--- config.mk ---
export PLATFORM = sky130hd
export DESIGN_NAME = hrbs_queue
export DESIGN_NICKNAME = d
export VERILOG_FILES = /design/src/design/horizontal_red_blue_shift_top_assert.svh /design/src/design/hrbs_queue.sv
export SDC_FILE = /design/constraint.sdc
export NUM_CORES = 1
export LEC_CHECK = 0
export BUFFER_PORTS_ARGS = -buffer_cell sky130_fd_sc_hd__buf_2
export CORE_ASPECT_RATIO = 1.1
export CORE_MARGIN = 10
export CORE_UTILIZATION = 30
export DETAILED_ROUTE_END_ITERATION = 12
export PLACE_DENSITY = 0.5
export SKIP_LAST_GASP = 1
export SLEW_MARGIN = 10
export SYNTH_ARGS = -nofsm -noshare
export SYNTH_HDL_FRONTEND = slang
export SYNTH_SLANG_ARGS = --single-unit
--- constraint.sdc ---
create_clock -name aclk -period 4.5 [get_ports aclk]
set_input_delay 0.45 -clock aclk [delete_from_list [all_inputs] [get_ports aclk]]
set_output_delay 0.45 -clock aclk [all_outputs]
set_load 0.1 [all_outputs]
--- src/design/horizontal_red_blue_shift_top_assert.svh ---
// Assertion macros for the design files; hrbs_back is the one that includes them.
`ifndef HORIZONTAL_RED_BLUE_SHIFT_TOP_ASSERT_SVH
`define HORIZONTAL_RED_BLUE_SHIFT_TOP_ASSERT_SVH

`ifndef ASSERT_OFF

// Same-cycle implication, checked out of reset.
`define HRBS_ASSERT_IMPL(lbl, clk, rstn, ante, cons) \
    lbl: assert property (@(posedge clk) disable iff (!rstn) (ante) |-> (cons)) \
        else $error("assertion failed");

// Next-cycle implication, checked out of reset.
`define HRBS_ASSERT_NEXT(lbl, clk, rstn, ante, cons) \
    lbl: assert property (@(posedge clk) disable iff (!rstn) (ante) |=> (cons)) \
        else $error("assertion failed");

`else

`define HRBS_ASSERT_IMPL(lbl, clk, rstn, ante, cons)
`define HRBS_ASSERT_NEXT(lbl, clk, rstn, ante, cons)

`endif

`endif

--- src/design/hrbs_queue.sv ---
`default_nettype none

module hrbs_queue #(
    parameter int WIDTH = 8,
    parameter int DEPTH = 4
) (
    input  wire logic             aclk,
    input  wire logic             aresetn,
    input  wire logic             push,
    input  wire logic [WIDTH-1:0] push_data,
    output logic                  push_ready,
    output logic                  pop_valid,
    output logic      [WIDTH-1:0] pop_data,
    input  wire logic             pop
);

    localparam int PTR_W = (DEPTH > 1) ? $clog2(DEPTH) : 1;
    localparam int CNT_W = $clog2(DEPTH + 1);

    logic [WIDTH-1:0] mem_reg [DEPTH];
    logic [PTR_W-1:0] wr_ptr_reg, wr_ptr_next;
    logic [PTR_W-1:0] rd_ptr_reg, rd_ptr_next;
    logic [CNT_W-1:0] count_reg, count_next;
    logic             do_push, do_pop;

    assign push_ready = (count_reg != CNT_W'(DEPTH));
    assign pop_valid  = (count_reg != '0);
    assign pop_data   = mem_reg[rd_ptr_reg];
    assign do_push    = push && push_ready;
    assign do_pop     = pop && pop_valid;

    always_comb begin
        wr_ptr_next = wr_ptr_reg;
        rd_ptr_next = rd_ptr_reg;
        count_next  = count_reg;
        if (do_push) begin
            wr_ptr_next = (wr_ptr_reg == PTR_W'(DEPTH - 1)) ? '0 : wr_ptr_reg + PTR_W'(1);
        end
        if (do_pop) begin
            rd_ptr_next = (rd_ptr_reg == PTR_W'(DEPTH - 1)) ? '0 : rd_ptr_reg + PTR_W'(1);
        end
        if (do_push && !do_pop) begin
            count_next = count_reg + CNT_W'(1);
        end else if (do_pop && !do_push) begin
            count_next = count_reg - CNT_W'(1);
        end
    end

    always_ff @(posedge aclk) begin
        if (!aresetn) begin
            wr_ptr_reg <= '0;
            rd_ptr_reg <= '0;
            count_reg  <= '0;
        end else begin
            wr_ptr_reg <= wr_ptr_next;
            rd_ptr_reg <= rd_ptr_next;
            count_reg  <= count_next;
        end
    end

    always_ff @(posedge aclk) begin
        if (do_push) begin
            mem_reg[wr_ptr_reg] <= push_data;
        end
    end

endmodule

`default_nettype wire

==> flow_summary.ini <==
[status]
status = complete, no violations

[synthesis]
synthFlopType = edfxtp_1
yosysUniqueCellTypes = 26
synth_seq_area_share = 0.6978
syn_area_um2 = 1635
synthCells = 93
synth-edff-count = 32
avgSynthCellArea_um2 = 17.58
synthArstFlopShare = 0
ys_warn_count = 0
synth_seq_cells = 41
syn-num-nets = 112

[sta]
rsz0062_at_grt = false
worst_pin_slew_ns = 0.5755
slew_headroom = 0.6158
worst_slack_ns = 2.024
fmax_ghz = 0.4039
setup_violations = 0
min_period_ns = 2.476
hold_viol = 0
setup_tns_ns = 0
fin_worst_skew_ns = 0.008809
fin_crit_sh = 0.5502
drv_slew = 0

[grt]
antenna_found_initial = 0
grt_max_degree = 13
grt_overflow_total = 0
grt_pass1_vias = 945
grt_pass1_wl_um = 4754
grt.total_usage = 0.06822

[cts]
cts_sinks = 41
cts_hold_buf = 0
cts_resized = 0
root_buffer = clkbuf_8
cts_tree = built
numCtsBuffers = 5
clk_pin_slew_ns = 0.07
cts.path.max_buffers = 2
postCtsSetupRepairBufs = 0
htreeDepth = 2
clk_latency_ns = 0.28

[setup_path]
worst_ep_arrival_time_ns = 2.68
cp_top_family = compound AO/OA/AOI/OAI gates
cp_num_buf_inv = 1
cp_slowest_cell = o31ai_1
crit_chain = o31ai_1, ha_1, inv_1, fa_1, xor2_1, or3_2, a21boi_0
crit_path_end_kind = register
start_kind = register
critPathRequiredTime_ns = 4.70
path_class = reg -> reg
slowest_delay_ns = 0.51
crit_fanout = 5

[cells_and_area]
final_nets = 136
layout_commonest_cell = edfxtp_1
largest_reg_flops = 32
final_cell_mix = edfxtp_1 (32), buf_2 (21), dfxtp_1 (9), mux4_2 (8), ha_1 (6)
drive_gt1_frac = 0.3559
fin_area_um2 = 1898
area_growth_pct = 16.07
diodes = 0

[placement]
portBuffers = 21
gp_congestion = 0.6553
hpwl_um = 2018
place_area_um2 = 1817
dp_slack_ns = 2.022

[floorplan]
core_area_um2 = 5325
initial_core_util = 0.3071
std_cell_rows = 28
io_pins = 22
fp.dieW_um = 90.40
die-area_um2 = 8808
die_h_um = 97.44

[route]
via_count = 862
routed_wl_um = 2796
drc = 0
route.antenna.remaining_nets = 0
vias_per_cell = 4.466
wl_per_cell_um = 14.49
first_iter_violations = 38
firstDrtPassIters = 4

[run]
cap_violations = 0

[worst_hold_path]
hold_path.class = in -> reg
[metrics by stage]
| step | cells | hold slack [ns] | util |
|---|---|---|---|
| finish | 193 | 0.3822 | 0.3564 |
| global route | 193 | 0.3711 | 0.3564 |
| CTS | 193 | 0.3717 | 0.3564 |
| global placement | 185 | 0.4898 | 0.3412 |
| floorplan | 93 | 0.4677 | - |
| detailed placement | 185 | 0.5023 | 0.3412 |
[cell type report]
| cell class | count | area (um^2) |
|---|---|---|
| clock buffers | 7 | 76.32 |
| clock inverters | 1 | 5.005 |
| fillers | 541 | 3427 |
| inverters | 3 | 11.26 |
| multi-input cells | 45 | 465.4 |
| flip-flops and latches | 41 | 1141 |
| well taps | 75 | 93.84 |
| repair buffers | 21 | 105.1 |
[worst register-to-register path: cells and delay by family, from the launching register on]
| kind | cells | cell delay, ns |
|---|---|---|
| AO/OA/AOI/OAI | 2 | 0.71 |
| XOR/XNOR | 1 | 0.17 |
| adder cells (fa/ha/maj) | 2 | 0.68 |
| buffers and inverters | 1 | 0.06 |
| flip-flops | 1 | 0.37 |
| AND/OR/NAND/NOR | 1 | 0.42 |
[cell families (layout without fill, tap and decap cells)]
| logic type | count (synthesis) | count (layout) | share of synthesized area |
|---|---|---|---|
| multiplexers | 10 | 10 | 0.1224 |
| buffers and inverters | 7 | 32 | 0.01759 |
| XOR/XNOR | 2 | 2 | 0.01071 |
| adder cells (fa/ha/maj) | 7 | 7 | 0.05815 |
| flip-flops | 41 | 41 | 0.6978 |
| AND/OR/NAND/NOR | 20 | 20 | 0.07193 |
| AO/OA/AOI/OAI | 6 | 6 | 0.02143 |
[worst paths after layout]
path,slack [ns],from,cells after the start,end
setup / recovery,2.02,count_reg[0],7,count_reg[2]
hold / removal,0.38,push_data[0],1,mem_reg[1][0]
setup reg to reg,2.02,count_reg[0],7,count_reg[2]
hold reg to reg,0.50,wr_ptr_reg[1],2,wr_ptr_reg[1]
[cell usage after synthesis, types with 2 or more instances]
library cell | number | area (um^2)
dfxtp_1 | 9 | 180.2
and3_2 | 4 | 30.03
inv_1 | 3 | 11.26
o21ai_0 | 4 | 20.02
or3_2 | 2 | 15.01
nand2_1 | 5 | 18.77
edfxtp_1 | 32 | 960.9
nand3_1 | 2 | 10.01
mux4_2 | 8 | 180.2
mux2i_1 | 2 | 20.02
ha_1 | 6 | 75.07
nor2_1 | 2 | 7.510
[metal layers]
metal	vias to the layer above	wire length, um	share of wire	global-route usage
met1	431	1128	0.40	0.07027
met3	9	144	0.052	0.02859
li1	400	-	-	-
met5	-	0	0	0
met2	22	1446	0.52	0.1163
met4	0	76	0.027	0.03431
Power is left out: the tool's default activity adds up to more than one toggle a clock period on the data nets, which glitch-free logic cannot reach.
