**src/design/horizontal_red_blue_shift_top_assert.svh**
```systemverilog
// Assertion macros for the design files; hrbs_back is the one that includes them.
`ifndef HORIZONTAL_RED_BLUE_SHIFT_TOP_ASSERT_SVH
`define HORIZONTAL_RED_BLUE_SHIFT_TOP_ASSERT_SVH

`ifndef ASSERT_OFF

// Same-cycle implication, checked out of reset.
`define HRBS_ASSERT_IMPL(lbl, clk, rstn, ante, cons) \
    lbl: assert property (@(posedge clk) disable iff (!rstn) (ante) |-> (cons)) \
        else $error("assertion failed");

// Next-cycle implication, checked out of reset.
`define HRBS_ASSERT_NEXT(lbl, clk, rstn, ante, cons) \
    lbl: assert property (@(posedge clk) disable iff (!rstn) (ante) |=> (cons)) \
        else $error("assertion failed");

`else

`define HRBS_ASSERT_IMPL(lbl, clk, rstn, ante, cons)
`define HRBS_ASSERT_NEXT(lbl, clk, rstn, ante, cons)

`endif

`endif

```
**src/design/hrbs_pkg.sv**
```systemverilog
`default_nettype none

package hrbs_pkg;

    // Pixel as carried on tdata: red in the low byte.
    typedef struct packed {
        logic [7:0] alpha;
        logic [7:0] blue;
        logic [7:0] green;
        logic [7:0] red;
    } pixel_t;

    // Classification of one input beat, made by the front end.
    typedef struct packed {
        logic is_end;   // beat closes its row (tlast or row length limit)
        logic emit;     // beat releases at least one output pixel
        logic neg;      // latched shift is negative
    } flags_t;

    localparam int PIX_W       = 32;
    localparam int SHIFT_W     = 7;
    localparam int AMT_W       = 7;           // |shift|, 0..64
    localparam int AMT_TAB     = 1 << AMT_W;
    localparam int QUEUE_DEPTH = 4;

    // Register map: index taken from paddr[2].
    localparam logic REG_SHIFT_AMOUNT = 1'b0;

    function automatic int cmd_width(input int col_w, input int idx_w);
        return PIX_W + $bits(flags_t) + AMT_W + 3 * col_w + 3 * idx_w;
    endfunction

endpackage

`default_nettype wire

```
**src/design/hrbs_front.sv**
```systemverilog
`default_nettype none

module hrbs_front #(
    parameter int WINDOW_DEPTH = 128,
    parameter int MAX_ROW_LEN  = 4096
) (
    input  wire logic                        aclk,
    input  wire logic                        aresetn,
    input  wire logic [hrbs_pkg::SHIFT_W-1:0] cfg_shift,
    input  wire logic                        s_tvalid,
    output logic                             s_tready,
    input  wire logic [31:0]                 s_tdata,
    input  wire logic                        s_tlast,
    input  wire logic                        q_ready,
    output logic                             q_push,
    output logic [hrbs_pkg::cmd_width((MAX_ROW_LEN > 1) ? $clog2(MAX_ROW_LEN) : 1,
                                      $clog2(WINDOW_DEPTH))-1:0] q_cmd
);

    localparam int COL_W = (MAX_ROW_LEN > 1) ? $clog2(MAX_ROW_LEN) : 1;
    localparam int IDX_W = $clog2(WINDOW_DEPTH);
    localparam int AMT_W = hrbs_pkg::AMT_W;
    localparam int CMP_W = (COL_W > AMT_W) ? COL_W : AMT_W;

    typedef struct packed {
        hrbs_pkg::pixel_t pix;
        hrbs_pkg::flags_t flags;
        logic [AMT_W-1:0] amt;
        logic [COL_W-1:0] last_col;
        logic [COL_W-1:0] start_col;
        logic [COL_W-1:0] stop_col;
        logic [IDX_W-1:0] wr_addr;
        logic [IDX_W-1:0] start_addr;
        logic [IDX_W-1:0] far_addr;
    } cmd_t;

    function automatic logic [IDX_W-1:0] sub_wrap(input logic [IDX_W-1:0] x,
                                                  input logic [IDX_W-1:0] y);
        logic [IDX_W:0] d;
        d = {1'b0, x} - {1'b0, y};
        if (d[IDX_W]) begin
            d = d + (IDX_W + 1)'(WINDOW_DEPTH);
        end
        return d[IDX_W-1:0];
    endfunction

    // |shift| mod depth, built at elaboration
    logic [IDX_W-1:0] amod_tab [hrbs_pkg::AMT_TAB];
    for (genvar g = 0; g < hrbs_pkg::AMT_TAB; g++) begin : g_amod
        assign amod_tab[g] = IDX_W'(g % WINDOW_DEPTH);
    end

    logic [COL_W-1:0]             col_reg, col_next;
    logic [IDX_W-1:0]             ptr_reg, ptr_next;
    logic [hrbs_pkg::SHIFT_W-1:0] row_shift_reg, row_shift_next;

    logic [hrbs_pkg::SHIFT_W-1:0] shift_now;
    logic [AMT_W-1:0]             amt;
    logic [IDX_W-1:0]             amod;
    logic [CMP_W-1:0]             col_diff;
    logic                         c_ge_a;
    logic                         is_end;
    cmd_t                         cmd;

    assign s_tready = q_ready;
    assign q_push   = s_tvalid && q_ready;

    // first pixel of a row latches the configured shift
    assign shift_now = (col_reg == '0) ? cfg_shift : row_shift_reg;
    assign amt       = shift_now[hrbs_pkg::SHIFT_W-1] ? AMT_W'(-shift_now) : AMT_W'(shift_now);
    assign amod      = amod_tab[amt];
    assign c_ge_a    = CMP_W'(col_reg) >= CMP_W'(amt);
    assign col_diff  = CMP_W'(col_reg) - CMP_W'(amt);
    assign is_end    = s_tlast || (col_reg == COL_W'(MAX_ROW_LEN - 1));

    always_comb begin
        cmd.pix        = hrbs_pkg::pixel_t'(s_tdata);
        cmd.flags.is_end = is_end;
        cmd.flags.emit = is_end || c_ge_a;
        cmd.flags.neg  = shift_now[hrbs_pkg::SHIFT_W-1];
        cmd.amt        = amt;
        cmd.last_col   = col_reg;
        cmd.start_col  = c_ge_a ? col_diff[COL_W-1:0] : '0;
        cmd.stop_col   = is_end ? col_reg : cmd.start_col;
        cmd.wr_addr    = ptr_reg;
        cmd.start_addr = c_ge_a ? sub_wrap(ptr_reg, amod) : '0;
        cmd.far_addr   = sub_wrap(cmd.start_addr, amod);
    end

    assign q_cmd = cmd;

    always_comb begin
        col_next       = col_reg;
        ptr_next       = ptr_reg;
        row_shift_next = row_shift_reg;
        if (q_push) begin
            row_shift_next = shift_now;
            if (is_end) begin
                col_next = '0;
                ptr_next = '0;
            end else begin
                col_next = col_reg + COL_W'(1);
                ptr_next = (ptr_reg == IDX_W'(WINDOW_DEPTH - 1)) ? '0 : ptr_reg + IDX_W'(1);
            end
        end
    end

    always_ff @(posedge aclk) begin
        if (!aresetn) begin
            col_reg       <= '0;
            ptr_reg       <= '0;
            row_shift_reg <= '0;
        end else begin
            col_reg       <= col_next;
            ptr_reg       <= ptr_next;
            row_shift_reg <= row_shift_next;
        end
    end

endmodule

`default_nettype wire

```
**config.mk**
```make
export PLATFORM = sky130hd
export DESIGN_NAME = hrbs_front
export DESIGN_NICKNAME = d
export VERILOG_FILES = /design/src/design/horizontal_red_blue_shift_top_assert.svh /design/src/design/hrbs_pkg.sv /design/src/design/hrbs_front.sv
export SDC_FILE = /design/constraint.sdc
export NUM_CORES = 1
export LEC_CHECK = 0
export ABC_AREA = 1
export BUFFER_PORTS_ARGS = -buffer_cell sky130_fd_sc_hd__clkbuf_2
export CORE_MARGIN = 2
export CORE_UTILIZATION = 30
export CTS_CLUSTER_SIZE = 25
export DETAILED_ROUTE_END_ITERATION = 10
export GPL_TIMING_DRIVEN = 1
export SYNTH_ARGS = -nofsm -noshare
export SYNTH_HDL_FRONTEND = slang
export SYNTH_SLANG_ARGS = --single-unit
```
**constraint.sdc**
```tcl
create_clock -name aclk -period 11.5 [get_ports aclk]
set_input_delay 1.725 -clock aclk [delete_from_list [all_inputs] [get_ports aclk]]
set_output_delay 1.725 -clock aclk [all_outputs]
set_load 0.01 [all_outputs]
```
==> results of run 1 <==
==> synth_stat cells, types with 3 or more instances <==
| cell type | instances |
|---|---|
| nor2_1 | 30 |
| inv_2 | 5 |
| nand2_1 | 92 |
| nor2_2 | 5 |
| nand3_1 | 20 |
| buf_6 | 3 |
| nand4_1 | 6 |
| nand2_4 | 3 |
| dfxtp_1 | 26 |
| a221oi_1 | 3 |
| nand2_2 | 12 |
| o21ai_0 | 19 |
| nor3_1 | 11 |
| nand3_2 | 8 |
| inv_1 | 68 |
| xor2_1 | 12 |
| clkbuf_1 | 6 |
| ha_1 | 20 |
| nor2_4 | 4 |
| buf_4 | 36 |
| a21oi_1 | 19 |
| xnor2_1 | 6 |
| nor4_1 | 3 |
| fa_1 | 3 |
| o21ai_1 | 13 |
| a211oi_1 | 7 |
==> layout make-up <==
class / instances / area (um^2) / share of cell area
inverter: 76 / 293 / 0.0854
multi-input combinational: 317 / 1970 / 0.574
clock buffer: 4 / 55.1 / 0.0161
sequential: 26 / 520 / 0.152
timing repair buffer: 83 / 423 / 0.123
tap: 136 / 170 / 0.0496
==> cells in the final DEF, fill, tap and decap left out, types with 12 or more instances in the layout <==
| cell type | synthesis | final |
|---|---|---|
| nand2_2 | 12 | 12 |
| ha_1 | 20 | 20 |
| xor2_1 | 12 | 12 |
| clkbuf_2 | 0 | 80 |
| nand2_1 | 92 | 92 |
| inv_1 | 68 | 68 |
| nand3_1 | 20 | 20 |
| nor2_1 | 30 | 30 |
| dfxtp_1 | 26 | 26 |
| a21oi_1 | 19 | 19 |
| o21ai_0 | 19 | 19 |
| o21ai_1 | 13 | 13 |
==> stage by stage <==
step                power (mW)  hold WS, ns   util
floorplan                0.258        0.514      -
global placement         0.307        0.525  0.331
detailed placement       0.308        0.521  0.331
CTS                      0.370        0.541  0.337
global route             0.398        0.564  0.337
finish                   0.366        0.539  0.337
==> critical path: stages <==
cell      delay, ns
clkbuf_2       0.08
nand3b_4       0.13
nand2_4        0.06
ha_1           0.27
inv_1          0.03
o21ai_0        0.81
inv_1          0.24
ha_1           0.37
nand2_1        0.05
nor3_1         0.13
nand4_1        0.11
nand2_1        0.07
inv_1          0.09
nand2_8        0.16
inv_4          0.08
nor2_1         0.20
inv_1          0.10
fa_1           0.45
o21ai_0        0.30
a21o_1         0.16
a21oi_1        0.06
xnor2_1        0.18
xor2_1         0.16
clkbuf_2       0.15
==> kinds of logic after synthesis <==
group                    Yosys count
flip-flops                        26
AO/OA/AOI/OAI                     71
buffers and inverters            121
adder cells (fa/ha/maj)           23
XOR/XNOR                          18
AND/OR/NAND/NOR                  205
==> worst paths after layout <==
check | from | to | depth (start not counted)
max | cfg_shift[0] | q_cmd[6] | 24
min | col_reg[0] | col_reg[0] | 2
max reg2reg | col_reg[1] | col_reg[11] | 6
min reg2reg | col_reg[0] | col_reg[0] | 2
==> layer usage <==
layer  vias up  share of wire
met5         -              0
li1       1547              -
met1      1327           0.48
met2        87           0.45
met3        10          0.049
met4         0          0.015
==> power groups by stage <==
stage | Combinational (mW) | Clock, mW | Sequential [mW]
3_5_place_dp | 0.212 | 0 | 0.0967
2_1_floorplan | 0.162 | 0 | 0.0965
5_1_grt | 0.238 | 0.0655 | 0.0949
4_1_cts | 0.213 | 0.0623 | 0.0946
6_report | 0.211 | 0.0606 | 0.0946
3_3_place_gp | 0.210 | 0 | 0.0967
==> metrics.md, run 1 <==
| Metric | Value |
|---|---|
| PortBufs | `80` |
| Adder-Cell Fraction of Synth Area | `0.0998` |
| Remaining Overflow, GRT | `0` |
| Total CTS buffers | `3` |
| Largest net degree at the start of global routing | `29` |
| Leak pwr | `1.82 nW` |
| Max clock buf depth | `2` |
| CP startpoint kind | `input port` |
| Slew margin rel. | `0.298` |
| Min cycle time layout | `7.91 ns` |
| Post-synth top area share | `0.167` |
| Post_cts resized | `0` |
| Final worst slack | `3.59 ns` |
| Comb power frac | `0.576` |
| Dominant cells by area after synthesis | `dfxtp_1 (17%), nand2_1 (11%), buf_4 (8.7%)` |
| Post-synthesis xor/xnor area fraction | `0.0507` |
| Mapped Area | `0.00311 mm^2` |
| Vias/cell | `4.63` |
| Ys async rst share | `0` |
| Routing usage on met1 | `0.195` |
| Setup violations, final | `0` |
| Full die area | `0.0112 mm^2` |
| Post-CTS Hold Buffers | `0` |
| Largest family of logic cells by synthesized area | `simple AND/OR/NAND/NOR gates` |
| Peak Freq | `126 MHz` |
| Pwr dens | `107 mW/mm^2` |
| Cell-internal power | `0.202 mW` |
| Simple-gate share of the synthesized area | `0.347` |
| Placed standard-cell area | `0.00337 mm^2` |
| Mapped Nets | `531` |
| Vias in the first global route | `2,799` |
| Root buffer cell | `clkbuf_8` |
| R2r setup slk | `9.22 ns` |
| Die W | `106 um` |
| Core Footprint | `0.0102 mm^2` |
| Sequential share of power | `0.258` |
| Layout Nets | `574` |
| Critical path type | `in -> out` |
| Setup_tns | `0 ns` |
| Netlist cell types | `46` |
| DR vias | `2,971` |
| Ys Warns | `0` |
| Worst Max-Slew Pin Slew | `1.04 ns` |
| Area growth syn-to-layout | `10.3%` |
| Global route hottest layer | `met2` |
| Largest area contributor in the synthesized netlist | `dfxtp_1` |
| Residual DRC | `0` |
| Sw Pwr | `0.165 mW` |
| Buffer count from post-CTS setup fixing | `0` |
| Yosys reg bits | `26` |
| Met2 Usage GRT | `0.246` |
| Cell count after synthesis | `464` |
| Die Y-Extent | `106 um` |
| Max FO, Critical Path | `15` |
| Routability cong. | `0.862` |
| DP Wirelength | `6.83 mm` |
| Max Transition Viols Final | `0` |
| Worst VDD drop | `47.2 uV` |
| Mux share of post-synthesis cell area | `0` |
| Synth Area in Compound Gates | `0.136` |
| DP Worst Slack | `3.51 ns` |
| Register area share after synthesis | `0.167` |
| Post-Place Cells | `638` |
| Fin. Hold Viols | `0` |
| Fillers | `1,126` |
| Finished Cell Area | `0.00343 mm^2` |
| Clk_lat worst skew | `0.27 ns` |
| GRT Overall Usage | `0.144` |
| Arrival time worst endpoint | `6.18 ns` |
| Mean Syn Cell Area | `6.70 um^2` |
| Clock Power Share | `0.165` |
| Row cnt | `37` |
| Most used DFF post-synth | `dfxtp_1` |
| Final Skew | `0.00902 ns` |
| CTS tree | `done` |
| WP data required | `9.78 ns` |
| IO Count | `145` |
| H-tree depth | `1` |
| DRT Pass-1 Iters | `4` |
| Flip-flop count of the largest register after layout | `12` |
| Final WL | `8.26 mm` |
| Initial core utilization | `0.305` |
| Max-cap violations | `0` |
| First-pass GRT wire length | `13.4 mm` |
| Outcome | `finished, final reports clean` |
| Hold WC Path Type | `reg -> reg` |
| Fin cells | `642` |
| Share of cells above drive strength 1 | `0.269` |
| Switching Share | `0.449` |
| CP endpoint kind | `primary output` |
| Antenna violations before repair | `0` |
| Period utilization | `0.688` |
| Antenna Violating Nets Remaining | `0` |
| Clk slew on worst S/H paths | `0.09 ns` |
| CTS Sinks | `26` |
| Number of diodes | `0` |
| Post-synth EDFFs | `0` |
| Mean routed wirelength per cell | `12.9 um` |
| DR iter-0 viols | `112` |
| M3 GR Usage | `0.0118` |
| RSZ-0062 raised after global routing | `no` |
(Power assumes the default switching activity.)
==> inputs of run 2 (changes only) <==
==> constraint.sdc (replaced) <==
create_clock -name aclk -period 7.03 [get_ports aclk]
set_input_delay 1.0545 -clock aclk [delete_from_list [all_inputs] [get_ports aclk]]
set_output_delay 1.0545 -clock aclk [all_outputs]
set_load 0.01 [all_outputs]
==> metrics.md, run 2 (same netlist as run 1, synthesis figures left out) <==
| Metric | Value |
|---|---|
| Antenna Violating Nets Remaining | `0` |
| Placed standard-cell area | `0.00337 mm^2` |
| Leak pwr | `1.81 nW` |
| Layout Nets | `574` |
| Worst Max-Slew Pin Slew | `0.850 ns` |
| Max clock buf depth | `2` |
| Final hold slack | `0.524 ns` |
| Period utilization | `0.922` |
| Total CTS buffers | `3` |
| DP Wirelength | `6.89 mm` |
| Critical path type | `reg -> out` |
| CP endpoint kind | `primary output` |
| Max FO, Critical Path | `15` |
| Routability cong. | `0.877` |
| Finished Cell Area | `0.00343 mm^2` |
| Remaining Overflow, GRT | `0` |
| Post-layout util | `0.336` |
| Vias/cell | `4.66` |
| Cell mode on critical path | `inv_1` |
| CTS Sinks | `26` |
| Initial core utilization | `0.305` |
| Fin. Hold Viols | `0` |
| Outcome | `finished, final reports clean` |
| Fin cells | `641` |
| First-pass GRT wire length | `13.3 mm` |
| Max-cap violations | `0` |
| Buf/Inv on CP | `7` |
| Vias in the first global route | `2,800` |
| Post-Place Cells | `638` |
| Worst VDD drop | `84.3 uV` |
| Peak Freq | `154 MHz` |
| Max Transition Viols Final | `0` |
| CP startpoint kind | `flop` |
| RSZ-0062 raised after global routing | `no` |
| Commonest non-fill, non-tap cell in the layout | `nand2_1` |
| Buffer count from post-CTS setup fixing | `0` |
| Die Y-Extent | `106 um` |
| Setup violations, final | `0` |
| Largest net degree at the start of global routing | `29` |
| Hold WC Path Type | `reg -> reg` |
| Min cycle time layout | `6.48 ns` |
| GRT Overall Usage | `0.143` |
| Final WL | `8.18 mm` |
| DR vias | `2,987` |
| Area growth syn-to-layout | `10.3%` |
| Row cnt | `37` |
| DRT Pass-1 Iters | `4` |
| CTS tree | `done` |
| DR iter-0 viols | `100` |
| Most frequent cells in the layout | `nand2_1 (92), clkbuf_2 (80), inv_1 (68), nor2_1 (30), dfxtp_1 (26)` |
| Die W | `106 um` |
| WP data required | `5.98 ns` |
| Mean routed wirelength per cell | `12.8 um` |
| Full die area | `0.0112 mm^2` |
| Root buffer cell | `clkbuf_8` |
| Highest-delay cell along the critical path | `fa_1` |
| Slew margin rel. | `0.432` |
| Core Footprint | `0.0102 mm^2` |
| Final Skew | `0.00375 ns` |
| Arrival time worst endpoint | `5.42 ns` |
| Clk slew on worst S/H paths | `0.09 ns` |
| Setup_tns | `0 ns` |
| Number of diodes | `0` |
| Share of cells above drive strength 1 | `0.271` |
| Pwr dens | `172 mW/mm^2` |
| Clk_lat worst skew | `0.27 ns` |
| Fillers | `1,113` |
| IO Count | `145` |
| Antenna violations before repair | `0` |
| H-tree depth | `1` |
| Top delay family on crit path | `simple AND/OR/NAND/NOR gates` |
| Residual DRC | `0` |
| CP peak stage delay | `0.46 ns` |
| PortBufs | `80` |
| Flip-flop count of the largest register after layout | `12` |
==> run 2: cell types whose count changed in the layout (fill, tap and decap cells not counted) <==
cell	previous run	this run
xor2_1	12	11
xor2_2	0	1
clkbuf_8	4	3
o21ai_0	19	18
o21ai_2	1	2
==> run 2: repair_timing <==
item                                    CTS  global route
hold buffers                              0             0
gates resized for setup                   0             3
endpoints found under the setup margin    0             2
==> run 2: through the flow <==
| stage | worst slack [ns] | total power [mW] |
|---|---|---|
| final | 0.551 | 0.590 |
| after global routing | 0.0663 | 0.643 |
| after CTS | 0.131 | 0.594 |
| after detailed placement | 0.433 | 0.506 |
| after global placement | 0.601 | 0.502 |
| after floorplan | 0.983 | 0.423 |
==> run 2: final cells by class <==
class | count | area (um^2) | share of cell area
clock buffers | 3 | 41.3 | 0.0120
inverters | 76 | 293 | 0.0854
multi-input cells | 317 | 1980 | 0.578
flip-flops and latches | 26 | 520 | 0.152
well taps | 136 | 170 | 0.0497
repair buffers | 83 | 423 | 0.123
==> run 2: per-layer routing <==
metal / track usage / part of all wire / wire [um] / up-vias
li1: - / - / - / 1540
met3: 0.0204 / 0.061 / 500 / 9
met1: 0.187 / 0.46 / 3790 / 1351
met5: 0 / 0 / 0 / -
met2: 0.245 / 0.46 / 3770 / 87
met4: 0.0376 / 0.015 / 121 / 0
==> run 2: power breakdown <==
part	internal [mW]	switching (mW)	leakage, nW
combinational	0.130	0.220	1.58
clock	0.0384	0.0480	0.0216
sequential	0.152	0.00301	0.211
total	0.319	0.271	1.81
==> run 2: worst min-delay path: stages, from the launching register on <==
cell     delay, ns
dfxtp_1       0.35
nand2_1       0.08
a21oi_1       0.05
==> run 2: path summary, 6_finish.rpt <==
| kind | startpoint | end | slack [ns] | depth (start not counted) |
|---|---|---|---|---|
| max | col_reg[1] | q_cmd[6] | 0.55 | 28 |
| min | col_reg[0] | col_reg[0] | 0.52 | 2 |
| max reg2reg | col_reg[0] | ptr_reg[1] | 4.87 | 10 |
| min reg2reg | col_reg[0] | col_reg[0] | 0.52 | 2 |
==> inputs of run 3 (changes only) <==
--- a/config.mk
+++ b/config.mk
@@ -7,11 +7,12 @@
 export LEC_CHECK = 0
 export ABC_AREA = 1
 export BUFFER_PORTS_ARGS = -buffer_cell sky130_fd_sc_hd__clkbuf_2
-export CORE_MARGIN = 2
+export CORE_MARGIN = 3
 export CORE_UTILIZATION = 30
 export CTS_CLUSTER_SIZE = 25
 export DETAILED_ROUTE_END_ITERATION = 10
 export GPL_TIMING_DRIVEN = 1
+export SLEW_MARGIN = 20
 export SYNTH_ARGS = -nofsm -noshare
 export SYNTH_HDL_FRONTEND = slang
 export SYNTH_SLANG_ARGS = --single-unit
==> metrics.md, run 3 (same netlist as run 1, synthesis figures left out) <==
| Metric | Value |
|---|---|
| Fin cells | `640` |
| Layout Nets | `575` |
| DP Wirelength | `7.19 mm` |
| Antenna Violating Nets Remaining | `0` |
| Remaining Overflow, GRT | `0` |
| DR iter-0 viols | `140` |
| Hold WC Path Type | `reg -> reg` |
| Die W | `108 um` |
| Fin. Hold Viols | `0` |
| Row cnt | `36` |
| Final worst slack | `0.485 ns` |
| DR vias | `3,021` |
| Outcome | `finished, final reports clean` |
| Flip-flop count of the largest register after layout | `12` |
| Routability cong. | `0.903` |
| Number of diodes | `0` |
| WP data required | `5.98 ns` |
| Vias in the first global route | `2,815` |
| Finished Cell Area | `0.00345 mm^2` |
| Final WL | `8.51 mm` |
| Commonest non-fill, non-tap cell in the layout | `nand2_1` |
| Slew margin rel. | `0.425` |
| RSZ-0062 raised after global routing | `no` |
| Switching Share | `0.434` |
| CTS tree | `done` |
| Initial core utilization | `0.314` |
| Highest-delay cell along the critical path | `xor2_1` |
| Die Y-Extent | `108 um` |
| PortBufs | `80` |
| Antenna violations before repair | `0` |
| Max FO, Critical Path | `15` |
| Period utilization | `0.931` |
| DRT Pass-1 Iters | `4` |
| Max Transition Viols Final | `0` |
| Pwr dens | `184 mW/mm^2` |
| Min cycle time layout | `6.54 ns` |
| Largest net degree at the start of global routing | `29` |
| R2R cell count | `10` |
| First-pass GRT wire length | `13.6 mm` |
| Sequential share of power | `0.244` |
| Final Skew | `0.00668 ns` |
| Clk slew on worst S/H paths | `0.09 ns` |
| Total CTS buffers | `3` |
| CP peak stage delay | `0.51 ns` |
| R2r setup slk | `4.73 ns` |
| Share of cells above drive strength 1 | `0.270` |
| Placed standard-cell area | `0.00338 mm^2` |
| Cell-internal power | `0.359 mW` |
| Buffer count from post-CTS setup fixing | `0` |
| Core Footprint | `0.00991 mm^2` |
| DP Worst Slack | `0.445 ns` |
| R2R Path End | `col_reg[1]` |
| Max clock buf depth | `2` |
| Peak Freq | `153 MHz` |
| Comb power frac | `0.554` |
| Vias/cell | `4.72` |
| CP endpoint kind | `primary output` |
| Critical path type | `reg -> out` |
| Arrival time worst endpoint | `5.49 ns` |
| Hold EP | `col_reg[0]` |
| Post-CTS Hold Buffers | `0` |
| Full die area | `0.0116 mm^2` |
| Root buffer cell | `clkbuf_8` |
| CTS Sinks | `26` |
| Max-cap violations | `0` |
| Worst Max-Slew Pin Slew | `0.860 ns` |
| Post_cts resized | `0` |
| Worst VDD drop | `93.7 uV` |
| Most frequent cells in the layout | `nand2_1 (92), clkbuf_2 (80), inv_1 (68), nor2_1 (30), dfxtp_1 (26)` |
| Sw Pwr | `0.275 mW` |
| Clk_lat worst skew | `0.27 ns` |
| Setup_tns | `0 ns` |
| Clock Power Share | `0.202` |
| Setup violations, final | `0` |
| Residual DRC | `0` |
| Leak pwr | `1.83 nW` |
| Mean routed wirelength per cell | `13.3 um` |
| Fillers | `1,113` |
| GRT Overall Usage | `0.144` |
| IO Count | `145` |
| H-tree depth | `1` |
| CP startpoint kind | `flop` |
| Area growth syn-to-layout | `11.0%` |
| Hold Crit Depth | `2` |
| FF-to-FF Start | `col_reg[1]` |
| Post-Place Cells | `636` |
| Hold path start | `col_reg[0]` |
run 3: worst max-delay path by stage:
| stage | start | to | slack, ns |
|---|---|---|---|
| 2_1_floorplan | cfg_shift[0] | q_cmd[6] | 0.98 |
| 4_1_cts | col_reg[1] | q_cmd[6] | 0.16 |
| 6_report | col_reg[1] | q_cmd[6] | 0.49 |
| 3_3_place_gp | cfg_shift[1] | q_cmd[6] | 0.63 |
| 5_1_grt | col_reg[1] | q_cmd[6] | 0.01 |
| 3_5_place_dp | cfg_shift[1] | q_cmd[6] | 0.44 |
run 3: power groups by stage:
stage	Sequential [mW]	Clock (mW)	Combinational, mW
2_1_floorplan	0.158	0	0.265
3_3_place_gp	0.158	0	0.348
3_5_place_dp	0.158	0	0.352
4_1_cts	0.154	0.130	0.354
5_1_grt	0.155	0.137	0.394
6_report	0.154	0.128	0.351
run 3: routing by layer:
metal,GRT usage,vias to the layer above,wire (um)
li1,-,1556,-
met1,0.195,1356,3950
met2,0.225,97,3790
met3,0.0342,12,656
met4,0.0424,0,108
met5,0,-,0
run 3: metrics by stage:
step                utilization  hold WS (ns)  power, mW
detailed placement        0.341         0.494      0.510
finish                    0.348         0.514      0.633
CTS                       0.348         0.510      0.638
floorplan                     -         0.514      0.423
global route              0.348         0.540      0.686
global placement          0.341         0.483      0.506
run 3: worst max-delay path: cells and delay by family (launching register included):
family	cells	cell delay, ns
buffers and inverters	5	0.59
xor gates and xnor gates	3	0.86
and+or+nand+nor	13	1.72
AOI/OAI and AO/OA	3	0.54
DFF	1	0.35
adders and majority gates	4	1.15
run 3: cell type report:
type	count	area [um^2]	area share
timing repair buffer	84	430	0.125
sequential	26	520	0.151
inverter	76	293	0.0849
multi-input combinational	317	1970	0.571
clock buffer	3	41.3	0.0120
tap	133	166	0.0482
clock inverter	1	30.0	0.00871
